<file path="src/hdl/mljd_pkg.sv">
// Shared types, constants and control store of the job dispatcher.
package mljd_pkg;

    // Register reset values and arithmetic constants
    localparam logic [5:0]  RESET_WINDOW_COUNT  = 6'd1;
    localparam logic [4:0]  RESET_LINE_CAPACITY = 5'd1;
    localparam logic [10:0] RESET_OPEN          = 11'(8 * 60);
    localparam logic [10:0] RESET_CLOSE         = 11'(17 * 60);
    localparam logic [15:0] TIME_MAX            = 16'hFFFF;
    localparam logic [15:0] MIN_PER_HOUR        = 16'd60;
    // floor(x / 60) == (x * DIV60_MUL) >> DIV60_SHIFT for every 16-bit x
    localparam logic [31:0] DIV60_MUL           = 32'd34953;
    localparam int          DIV60_SHIFT         = 21;
    localparam int          APB_AW              = 4;

    typedef enum logic [1:0] {
        REG_WINDOW_COUNT,
        REG_LINE_CAPACITY,
        REG_OPEN_MINUTE,
        REG_CLOSE_MINUTE
    } reg_index_t;

    typedef struct packed {
        logic [5:0]  window_count;
        logic [4:0]  line_capacity;
        logic [10:0] open_minute;
        logic [10:0] close_minute;
    } cfg_t;

    // Program addresses
    typedef enum logic [3:0] {
        ST_IDLE,
        ST_CLEAR,
        ST_DECIDE,
        ST_FILL_INIT,
        ST_FILL_DIV,
        ST_FILL_DONE,
        ST_SCAN_INIT,
        ST_SCAN,
        ST_HEAD_READ,
        ST_HEAD_UPDATE,
        ST_NF_READ,
        ST_FINISH,
        ST_PRODUCT,
        ST_OUT
    } step_t;

    // Datapath actions
    typedef enum logic [3:0] {
        OP_NOP,
        OP_TAKE,
        OP_CLEAR,
        OP_FILL_INIT,
        OP_DIV_STEP,
        OP_FILL_DONE,
        OP_SCAN_INIT,
        OP_SCAN,
        OP_HEAD_READ,
        OP_HEAD_UPDATE,
        OP_FINISH,
        OP_PRODUCT,
        OP_OUT
    } dp_op_t;

    // Jump conditions
    typedef enum logic [2:0] {
        C_NONE,
        C_ALWAYS,
        C_IN_VALID,
        C_FULL,
        C_DIV_LAST,
        C_SCAN_DONE,
        C_OUT_FREE
    } cond_t;

    typedef struct packed {
        dp_op_t op;
        cond_t  cond;
        logic   stay;     // hold the step while the condition is false
        step_t  target;
    } ucode_t;

    typedef struct packed {
        logic full;       // all lines filled, use the earliest-head scan
        logic div_last;   // last quotient bit in progress
        logic scan_done;  // scan pipeline drained
        logic out_free;   // result register can take a beat
    } status_t;

    // Control store
    function automatic ucode_t ucode_rom(input step_t s);
        ucode_t w;
        unique case (s)
            ST_IDLE:        w = '{OP_TAKE,        C_IN_VALID,  1'b1, ST_CLEAR};
            ST_CLEAR:       w = '{OP_CLEAR,       C_NONE,      1'b0, ST_IDLE};
            ST_DECIDE:      w = '{OP_NOP,         C_FULL,      1'b0, ST_SCAN_INIT};
            ST_FILL_INIT:   w = '{OP_FILL_INIT,   C_NONE,      1'b0, ST_IDLE};
            ST_FILL_DIV:    w = '{OP_DIV_STEP,    C_DIV_LAST,  1'b1, ST_FILL_DONE};
            ST_FILL_DONE:   w = '{OP_FILL_DONE,   C_ALWAYS,    1'b0, ST_NF_READ};
            ST_SCAN_INIT:   w = '{OP_SCAN_INIT,   C_NONE,      1'b0, ST_IDLE};
            ST_SCAN:        w = '{OP_SCAN,        C_SCAN_DONE, 1'b1, ST_HEAD_READ};
            ST_HEAD_READ:   w = '{OP_HEAD_READ,   C_NONE,      1'b0, ST_IDLE};
            ST_HEAD_UPDATE: w = '{OP_HEAD_UPDATE, C_NONE,      1'b0, ST_IDLE};
            ST_NF_READ:     w = '{OP_NOP,         C_NONE,      1'b0, ST_IDLE};
            ST_FINISH:      w = '{OP_FINISH,      C_NONE,      1'b0, ST_IDLE};
            ST_PRODUCT:     w = '{OP_PRODUCT,     C_NONE,      1'b0, ST_IDLE};
            ST_OUT:         w = '{OP_OUT,         C_OUT_FREE,  1'b1, ST_IDLE};
            default:        w = '{OP_NOP,         C_ALWAYS,    1'b0, ST_IDLE};
        endcase
        return w;
    endfunction

endpackage

</file>
<file path="src/hdl/mljd_cfg.sv">
// APB register file holding the dispatcher configuration.
module mljd_cfg
    import mljd_pkg::*;
(
    input  logic              aclk,
    input  logic              aresetn,
    input  logic              psel,
    input  logic              penable,
    input  logic              pwrite,
    input  logic [APB_AW-1:0] paddr,
    input  logic [31:0]       pwdata,
    output logic [31:0]       prdata,
    output logic              pready,
    output cfg_t              cfg
);

    cfg_t       cfg_reg;
    reg_index_t index;
    logic       wr_en;

    assign index  = reg_index_t'(paddr[3:2]);
    assign wr_en  = psel && penable && pwrite;
    assign pready = 1'b1;
    assign cfg    = cfg_reg;

    // Write the addressed register in the access phase
    always_ff @(posedge aclk) begin
        if (!aresetn) begin
            cfg_reg.window_count  <= RESET_WINDOW_COUNT;
            cfg_reg.line_capacity <= RESET_LINE_CAPACITY;
            cfg_reg.open_minute   <= RESET_OPEN;
            cfg_reg.close_minute  <= RESET_CLOSE;
        end else if (wr_en) begin
            unique case (index)
                REG_WINDOW_COUNT:  cfg_reg.window_count  <= pwdata[5:0];
                REG_LINE_CAPACITY: cfg_reg.line_capacity <= pwdata[4:0];
                REG_OPEN_MINUTE:   cfg_reg.open_minute   <= pwdata[10:0];
                REG_CLOSE_MINUTE:  cfg_reg.close_minute  <= pwdata[10:0];
            endcase
        end
    end

    // Return the addressed register
    always_comb begin
        unique case (index)
            REG_WINDOW_COUNT:  prdata = 32'(cfg_reg.window_count);
            REG_LINE_CAPACITY: prdata = 32'(cfg_reg.line_capacity);
            REG_OPEN_MINUTE:   prdata = 32'(cfg_reg.open_minute);
            REG_CLOSE_MINUTE:  prdata = 32'(cfg_reg.close_minute);
        endcase
    end

endmodule

</file>
<file path="config.mk">
export PLATFORM = sky130hd
export DESIGN_NAME = mljd_cfg
export DESIGN_NICKNAME = d
export VERILOG_FILES = /design/src/hdl/mljd_pkg.sv /design/src/hdl/mljd_cfg.sv
export SDC_FILE = /design/constraint.sdc
export NUM_CORES = 1
export LEC_CHECK = 0
export BUFFER_PORTS_ARGS = -buffer_cell sky130_fd_sc_hd__buf_2
export CAP_MARGIN = 20
export CORE_AREA = 2 2 65 67
export DETAILED_ROUTE_END_ITERATION = 7
export DIE_AREA = 0 0 67 69
export PLACE_DENSITY_LB_ADDON = 0.12
export SYNTH_ARGS = -nofsm -noshare
export SYNTH_HDL_FRONTEND = slang
export SYNTH_SLANG_ARGS = --single-unit
</file>
<file path="constraint.sdc">
create_clock -name aclk -period 3.2 [get_ports aclk]
set_input_delay 0.64 -clock aclk [delete_from_list [all_inputs] [get_ports aclk]]
set_output_delay 0.64 -clock aclk [all_outputs]
set_load 0.005 [all_outputs]
</file>
==> results.yml <==
run_status:
  status: "finished clean"
detailed_routing:
  ant_nets: 0
  drt_pass1_iterations: 4
  route.detailed.drc: 0
  wl_per_cell_um: 12.9
  wirelength_um: 3640
  vias_per_cell: 4.71
  vias: 1329
  drt_iter0_markers: 49
finish:
  largest_reg_flops: 33
  nNetsFinal: 272
  drive_gt1_share_pct: 35.3
  multi_input_area_um2: 863
  fillers: 388
  regArea_um2: 661
  insertedDiodeCount: 0
  syn_to_final_growth_pct: 17.6
synth:
  synth_top_cell_by_area: "dfxtp_1"
  yosys_most_used_dff: "dfxtp_1"
  synthesis.instances: 176
  synth_top_area_share_pct: 38.3
  synth_cell_type_count: 26
  synth_edf_count: 0
  seq_area_frac_synth_pct: 38.3
  synth_common_cells: "dfxtp_1 (33), nand2_1 (27), mux2i_1 (26), buf_4 (24), o21ai_0 (12)"
  synth_area_um2: 1720
  syn_avg_cell_area_um2: 9.80
  synth.most_common_cell: "dfxtp_1"
  yosysWarnings: 0
  synth_seq_cells: 33
  synth_area_leaders: "dfxtp_1 (38%), mux2i_1 (15%), buf_4 (10%), mux4_2 (6.5%), nand2_1 (5.9%)"
  async_flop_share_pct: 0
cts:
  root_buffer: "clkbuf_8"
  post-cts-setup-buffer-count: 0
  clockBufferDepth: 2
  cts_sinks: 33
  clkTransAtPathRegs_ns: 0.07
  cts_tree: "done"
  h-tree-depth: 2
  cts_hold_buf: 0
  cts_buffers: 5
  insertion_delay_ns: 0.28
  cts_resized: 0
global_route:
  grt.total_usage_pct: 16.7
  grt_overflow: 0
  antenna_found_initial: 0
  met1_usage_pct: 23.3
  top_usage_layer: "met2"
  grt_max_degree: 43
  use_met2_pct: 24.2
  use_met3_pct: 4.89
  grt_pass1_wl_um: 5850
  first_global_vias: 1153
sta:
  setup_viol_count_final: 0
  relSlewSlack_pct: 54.2
  fmax_mhz: 415
  setup_tns_ns: 0
  drv_slew: 0
  worst_hold_slack_ns: 0.470
  skew_ns: 0
  fin_crit_sh_pct: 75.2
  rsz0062_at_grt: "false"
  hold_viol_final: 0
  fin_crit_ns: 2.41
  tightestPinTransition_ns: 0.687
power_and_ir_drop:
  ir_drop_mv: 0.257
  power_density_nw_per_um2: 421
  p_leak_nw: 0.980
placement:
  dp_hpwl_um: 2490
  port-buffer-count: 61
  gp_congestion: 0.699
critical_path:
  cp_max_fo: 23
  slowest_delay_ns: 0.44
  worstPathRequired_ns: 2.56
  cpMaxStageDelayCell: "buf_2"
  criticalPathCategory: "primary input to output port"
  critical_path.top_delay_family: "buffers and inverters"
  path_common_cell: "buf_2"
  critPathBufInv: 2
  worst_ep_arrival_time_ns: 1.77
  path_cells: "buf_2, mux2_2, a22o_1, buf_2"
  start_kind: "primary input"
  critPathCaptureType: "output port"
floorplan:
  start_util_pct: 44.1
  core_um2: 3910
  die_y_um: 69
  die_area_um2: 4620
  ioPinCount: 107
  die_w_um: 67
  rows: 23
worst_hold_path:
  hold_class: "flop to flop"
flow_run:
  maxCapViolations: 0
power breakdown:
part	switching (mW)	internal (mW)	leakage, nW	total [mW]
sequential	0.00460	0.418	0.267	0.422
clock	0.148	0.194	0.0542	0.343
combinational	0.0522	0.0374	0.658	0.0896
worst reg2reg max path, cell delays in order, from the launching register on:
cell     delay, ns
dfxtp_1       0.34
and2b_1       0.18
mux2i_1       0.13
logic make-up after synthesis:
kind of cell    share of synthesized area [%]
other cells                             0.436
compound gates                           9.51
simple gates                             13.5
buf+inv                                  16.0
mux                                      22.3
flops                                    38.3
placed cells by master, fill, tap and decap left out:
cell type / n
nor2_4: 1
inv_1: 8
o311ai_0: 4
nand2_2: 1
and2b_2: 1
clkbuf_8: 7
buf_2: 61
nand2_1: 27
clkinv_2: 1
and2b_1: 1
o211ai_1: 8
a22o_1: 1
nor2_1: 1
mux2i_1: 26
nand3_1: 1
mux4_2: 5
nand4_4: 1
o21ai_0: 12
conb_1: 22
nor3b_4: 1
and3_4: 1
nor2b_1: 6
mux2_2: 1
inv_2: 1
dfxtp_1: 33
metal layers:
metal | routed length, µm | vias up | part of all wire (%)
li1 | - | 668 | -
met1 | 1700 | 607 | 47
met2 | 1670 | 52 | 46
met3 | 255 | 2 | 7.0
met4 | 14 | 0 | 0.38
met5 | 0 | - | 0
through the flow:
| stage | power (mW) | setup WS (ns) | instance area (µm²) | utilization, % | cells |
|---|---|---|---|---|---|
| detailed placement | 0.521 | 0.788 | 1930 | 49.2 | 274 |
| floorplan | 0.511 | 1.17 | 1800 | - | 196 |
| CTS | 0.870 | 0.781 | 2030 | 51.8 | 282 |
| global route | 0.904 | 0.733 | 2030 | 51.8 | 282 |
| global placement | 0.522 | 0.775 | 1930 | 49.2 | 274 |
| finish | 0.854 | 0.793 | 2030 | 51.8 | 282 |
final cells by class:
type                       instances  share of cell area [%]
clock inverter                     1                   0.247
timing repair buffer              61                    15.1
clock buffer                       7                    4.75
multi-input combinational        121                    42.6
inverter                           9                    1.67
sequential                        33                    32.6
tap                               50                    3.09
final timing paths:
kind	to	cells after the start	slack [ns]	start
setup reg to reg	cfg[22]	2	2.49	cfg[22]
hold reg to reg	cfg[24]	2	0.47	cfg[24]
setup / recovery	prdata[5]	4	0.79	paddr[2]
hold / removal	cfg[24]	2	0.47	cfg[24]
(Power assumes the default switching activity.)
