## src/hdl/mljd_pkg.sv

```systemverilog
// Shared types, constants and control store of the job dispatcher.
package mljd_pkg;

    // Register reset values and arithmetic constants
    localparam logic [5:0]  RESET_WINDOW_COUNT  = 6'd1;
    localparam logic [4:0]  RESET_LINE_CAPACITY = 5'd1;
    localparam logic [10:0] RESET_OPEN          = 11'(8 * 60);
    localparam logic [10:0] RESET_CLOSE         = 11'(17 * 60);
    localparam logic [15:0] TIME_MAX            = 16'hFFFF;
    localparam logic [15:0] MIN_PER_HOUR        = 16'd60;
    // floor(x / 60) == (x * DIV60_MUL) >> DIV60_SHIFT for every 16-bit x
    localparam logic [31:0] DIV60_MUL           = 32'd34953;
    localparam int          DIV60_SHIFT         = 21;
    localparam int          APB_AW              = 4;

    typedef enum logic [1:0] {
        REG_WINDOW_COUNT,
        REG_LINE_CAPACITY,
        REG_OPEN_MINUTE,
        REG_CLOSE_MINUTE
    } reg_index_t;

    typedef struct packed {
        logic [5:0]  window_count;
        logic [4:0]  line_capacity;
        logic [10:0] open_minute;
        logic [10:0] close_minute;
    } cfg_t;

    // Program addresses
    typedef enum logic [3:0] {
        ST_IDLE,
        ST_CLEAR,
        ST_DECIDE,
        ST_FILL_INIT,
        ST_FILL_DIV,
        ST_FILL_DONE,
        ST_SCAN_INIT,
        ST_SCAN,
        ST_HEAD_READ,
        ST_HEAD_UPDATE,
        ST_NF_READ,
        ST_FINISH,
        ST_PRODUCT,
        ST_OUT
    } step_t;

    // Datapath actions
    typedef enum logic [3:0] {
        OP_NOP,
        OP_TAKE,
        OP_CLEAR,
        OP_FILL_INIT,
        OP_DIV_STEP,
        OP_FILL_DONE,
        OP_SCAN_INIT,
        OP_SCAN,
        OP_HEAD_READ,
        OP_HEAD_UPDATE,
        OP_FINISH,
        OP_PRODUCT,
        OP_OUT
    } dp_op_t;

    // Jump conditions
    typedef enum logic [2:0] {
        C_NONE,
        C_ALWAYS,
        C_IN_VALID,
        C_FULL,
        C_DIV_LAST,
        C_SCAN_DONE,
        C_OUT_FREE
    } cond_t;

    typedef struct packed {
        dp_op_t op;
        cond_t  cond;
        logic   stay;     // hold the step while the condition is false
        step_t  target;
    } ucode_t;

    typedef struct packed {
        logic full;       // all lines filled, use the earliest-head scan
        logic div_last;   // last quotient bit in progress
        logic scan_done;  // scan pipeline drained
        logic out_free;   // result register can take a beat
    } status_t;

    // Control store
    function automatic ucode_t ucode_rom(input step_t s);
        ucode_t w;
        unique case (s)
            ST_IDLE:        w = '{OP_TAKE,        C_IN_VALID,  1'b1, ST_CLEAR};
            ST_CLEAR:       w = '{OP_CLEAR,       C_NONE,      1'b0, ST_IDLE};
            ST_DECIDE:      w = '{OP_NOP,         C_FULL,      1'b0, ST_SCAN_INIT};
            ST_FILL_INIT:   w = '{OP_FILL_INIT,   C_NONE,      1'b0, ST_IDLE};
            ST_FILL_DIV:    w = '{OP_DIV_STEP,    C_DIV_LAST,  1'b1, ST_FILL_DONE};
            ST_FILL_DONE:   w = '{OP_FILL_DONE,   C_ALWAYS,    1'b0, ST_NF_READ};
            ST_SCAN_INIT:   w = '{OP_SCAN_INIT,   C_NONE,      1'b0, ST_IDLE};
            ST_SCAN:        w = '{OP_SCAN,        C_SCAN_DONE, 1'b1, ST_HEAD_READ};
            ST_HEAD_READ:   w = '{OP_HEAD_READ,   C_NONE,      1'b0, ST_IDLE};
            ST_HEAD_UPDATE: w = '{OP_HEAD_UPDATE, C_NONE,      1'b0, ST_IDLE};
            ST_NF_READ:     w = '{OP_NOP,         C_NONE,      1'b0, ST_IDLE};
            ST_FINISH:      w = '{OP_FINISH,      C_NONE,      1'b0, ST_IDLE};
            ST_PRODUCT:     w = '{OP_PRODUCT,     C_NONE,      1'b0, ST_IDLE};
            ST_OUT:         w = '{OP_OUT,         C_OUT_FREE,  1'b1, ST_IDLE};
            default:        w = '{OP_NOP,         C_ALWAYS,    1'b0, ST_IDLE};
        endcase
        return w;
    endfunction

endpackage

```

## src/hdl/mljd_seq.sv

```systemverilog
// Microcode sequencer: step counter, control store lookup and jumps.
module mljd_seq
    import mljd_pkg::*;
(
    input  logic    aclk,
    input  logic    aresetn,
    input  logic    s_valid,
    input  status_t stat,
    output ucode_t  uc
);

    step_t step_reg;
    step_t step_next;
    logic  jump;

    // Hold the step counter
    always_ff @(posedge aclk) begin
        if (!aresetn) begin
            step_reg <= ST_IDLE;
        end else begin
            step_reg <= step_next;
        end
    end

    // Fetch the control word and pick the next step
    always_comb begin
        uc = ucode_rom(step_reg);
        unique case (uc.cond)
            C_NONE:      jump = 1'b0;
            C_ALWAYS:    jump = 1'b1;
            C_IN_VALID:  jump = s_valid;
            C_FULL:      jump = stat.full;
            C_DIV_LAST:  jump = stat.div_last;
            C_SCAN_DONE: jump = stat.scan_done;
            C_OUT_FREE:  jump = stat.out_free;
            default:     jump = 1'b1;
        endcase
        priority if (jump) begin
            step_next = uc.target;
        end else if (uc.stay) begin
            step_next = step_reg;
        end else begin
            step_next = step_t'(4'(step_reg) + 4'd1);
        end
    end

endmodule

```

## config.mk

```make
export PLATFORM = sky130hd
export DESIGN_NAME = mljd_seq
export DESIGN_NICKNAME = d
export VERILOG_FILES = /design/src/hdl/mljd_pkg.sv /design/src/hdl/mljd_seq.sv
export SDC_FILE = /design/constraint.sdc
export NUM_CORES = 1
export LEC_CHECK = 0
export BUFFER_PORTS_ARGS = -buffer_cell sky130_fd_sc_hd__clkbuf_2
export CORE_MARGIN = 2
export CORE_UTILIZATION = 56
export CTS_CLUSTER_DIAMETER = 150
export DETAILED_ROUTE_END_ITERATION = 10
export PLACE_DENSITY = 0.86
export SETUP_SLACK_MARGIN = 0.1
export SLEW_MARGIN = 30
export SYNTH_ARGS = -nofsm -noshare
export SYNTH_HDL_FRONTEND = slang
export SYNTH_SLANG_ARGS = --single-unit
export TNS_END_PERCENT = 100
```

## constraint.sdc

```tcl
create_clock -name aclk -period 6.2 [get_ports aclk]
set_clock_uncertainty 0.1 [all_clocks]
set_input_delay 0.31 -clock aclk [delete_from_list [all_inputs] [get_ports aclk]]
set_output_delay 0.31 -clock aclk [all_outputs]
set_load 0.01 [all_outputs]
```

==> impl_metrics.yaml <==
outcome:
  outcome: "completed"
drt:
  vias: 703
  via_per_inst: 5.579
  routed_wl_um: 1836
  drc_errors: 0
  drtAntennaViolNets: 0
  wl_per_cell_um: 14.57
  dr.pass1.iters: 4
  drtIter0Drc: 14
cts:
  clk_pin_slew_ps: 90
  cts_root_buffer: "clkbuf_4"
  cts_tree: "built"
  htree_levels: 1
  clkLatencyLatePin_ps: 300
  numCtsBuffers: 3
  ctsResizeCount: 0
  postCtsSetupBuffers: 0
  clock_sinks: 16
  postCtsHoldBufs: 0
  clockBufferDepth: 2
power:
  fin_total_pwr_uw: 394.9
  leakage_nw: 0.5212
  power_density_nw_per_um2: 391.1
  peakVddDrop_v: 0.0002110
setup_path:
  reg2reg_from: "uc[7]"
  r2r-end: "uc[4]"
  cp_common_cell: "inv_1"
  worst_path_max_delay_cell: "dfxtp_1"
  crit_family: "simple AND/OR/NAND/NOR gates"
  cp.depth: 9
  r2r_slack_ps: 3810
  crit_type: "reg2reg"
  startpoint_type: "flop"
  crit_path_start: "uc[7]"
  cp.arrival_ps: 2490
  max_stage_delay_ps: 400
  worstPathRequired_ps: 6300
  worstPathMaxFanout: 12
  worst_setup_path_end_kind: "flop"
  reg2reg_depth: 9
  crit_path_end: "uc[4]"
  path_buf_inv: 2
  path_cells: "and4bb_1 > nor3_2 > nand2_2 > o21ai_1 > inv_1 > ha_1 > inv_1 > a22oi_2 > o2bb2ai_1"
grt:
  grt_overflow_total: 0
  grt_pass1_vias: 656
  grt_max_degree: 13
  antenna_found_initial: 0
  grt_pass1_wl_um: 2884
  grtUsageTotal_pct: 20.95
synth:
  synthArstFlopShare_pct: 0
  synth-seq-area-share_pct: 35.70
  synth.avg_cell_area_sq_um: 9.751
  synth_ff_type: "dfxtp_1"
  syn_nets: 105
  synth_cells: 92
  synthTopCellsByArea: "dfxtp_1, ha_1, mux2i_1, mux2_4, and4bb_1"
  yosysUniqueCellTypes: 35
  synth_area_sq_um: 897.1
  yosys_warnings: 0
  synth_edf_count: 0
  yosysTopAreaCell: "dfxtp_1"
  synthDominantCellAreaShare_pct: 35.70
  ys_ff_latch: 16
job:
  maxCapViolCount: 0
sta:
  final-setup-viol-count: 0
  min_period_ps: 2395
  slew_headroom_pct: 76.78
  period_share_pct: 38.62
  finalSetupTns_ps: 0
  rsz0062_at_grt: "no"
  maxSlewViolCount: 0
  fmax_ghz: 0.4176
  hold_viol_final: 0
  worstMarginPinSlew_ps: 346.0
die:
  rows: 14
  dieHeight_um: 44.03
  core_area_sq_um: 1506
  start_util_pct: 59.55
  dieArea_sq_um: 1938
  die_width_um: 44.03
  ios: 19
finish:
  insertedDiodeCount: 0
  regArea_sq_um: 320.3
  nNetsFinal: 124
  fill_cells: 114
  multi_input_area_sq_um: 516.7
  final_layout_size_suffix_gt1_share_pct: 27.27
  largest_register_ffs: 12
  area_growth_syn_to_layout_pct: 12.55
placement:
  gp_congestion: 0.8194
  io_buffer_count: 18
  hpwl_um: 1439
worst_hold_path:
  hp-class: "in2reg"
  min_from: "aresetn"
## tightest hold or removal path: stages
cell and delay, ps:
clkbuf_2 160, nand2_1 160, inv_1 50
## metal layers
metal,global-route usage (%),wire length [um]
met1,25.45,812
met2,35.00,934
met3,6.939,69
met4,6.667,20
met5,0,0
## how the worst min path moves through the flow
stage / end / slack [ps] / cells past startpoint
4_1_cts: step_reg[1] / 320 / 3
5_1_grt: uc[6] / 360 / 3
2_1_floorplan: step_reg[0] / 430 / 2
3_3_place_gp: step_reg[0] / 440 / 2
3_5_place_dp: step_reg[0] / 490 / 2
6_report: step_reg[1] / 330 / 3
## Yosys cell counts (2+ instances only)
cell and n:
dfxtp_1 16, nor2_1 8, inv_1 7, ha_1 6
mux2i_1 6, nand2_1 6, and2_1 3, and4bb_1 3
mux2_4 3, xnor2_1 3, a21oi_1 2, a31oi_1 2
buf_6 2, nand3_1 2, nand4b_1 2, nor3b_1 2
## cell usage in the layout (no fill, tap or decap)
cell type	netlist	routed
dfxtp_1	16	16
o2bb2ai_1	1	1
clkbuf_4	0	3
o21bai_1	1	1
nor2_1	8	8
ha_1	6	6
a32oi_1	1	1
o21ai_0	1	1
mux2i_2	1	1
and2_1	3	3
nand2b_1	1	1
nand2_2	1	1
a21oi_1	2	2
nand2_1	6	6
nand4_1	1	1
a22oi_1	1	1
nor3_2	1	1
inv_1	7	7
o21ai_1	1	1
nor3b_1	2	2
xnor2_1	3	3
clkbuf_2	0	18
and4bb_1	3	3
nand3_1	2	2
a22oi_2	1	1
a31oi_1	2	2
a21o_1	1	1
clkbuf_8	0	1
nand4b_1	2	2
mux2i_1	6	6
o31ai_1	1	1
mux2_2	1	1
nor2b_1	1	1
mux2_4	3	3
and3_1	1	1
## kinds of logic (layout without fill, tap and decap cells)
logic type	after synthesis	count (layout)	synth area share, %
flip-flops	16	16	35.70
buffers and inverters	11	29	6.695
XOR/XNOR	3	3	2.929
AND/OR/NAND/NOR	32	32	21.48
adder cells (fa/ha/maj)	6	6	8.368
multiplexers	11	11	14.50
AO/OA/AOI/OAI	13	13	10.32
## power by group
| group | internal (mW) | total (mW) | switching, mW | leakage (nW) |
|---|---|---|---|---|
| Sequential | 0.128 | 0.149 | 0.0210 | 0.131 |
| Combinational | 0.0790 | 0.175 | 0.0964 | 0.369 |
| Clock | 0.0359 | 0.0707 | 0.0348 | 0.0210 |
| Total | 0.243 | 0.395 | 0.152 | 0.521 |
## metrics by stage
stage	setup WS, ps	utilization, %	hold WS (ps)	cells	area, sq um
2_1_floorplan	3962	-	426.2	92	897.1
3_3_place_gp	3935	64.62	442.3	122	973.4
3_5_place_dp	3819	64.62	495.0	122	973.4
4_1_cts	3810	67.03	323.8	126	1010
5_1_grt	3640	67.03	364.1	126	1010
6_report	3805	67.03	325.1	126	1010
## area by class of cell
class,instances,area share (%)
repair buffers,18,8.922
clock buffers,4,3.594
multi-input cells,65,51.18
inverters,7,2.602
flip-flops and latches,16,31.72
well taps,16,1.983
(Power assumes the default switching activity.)
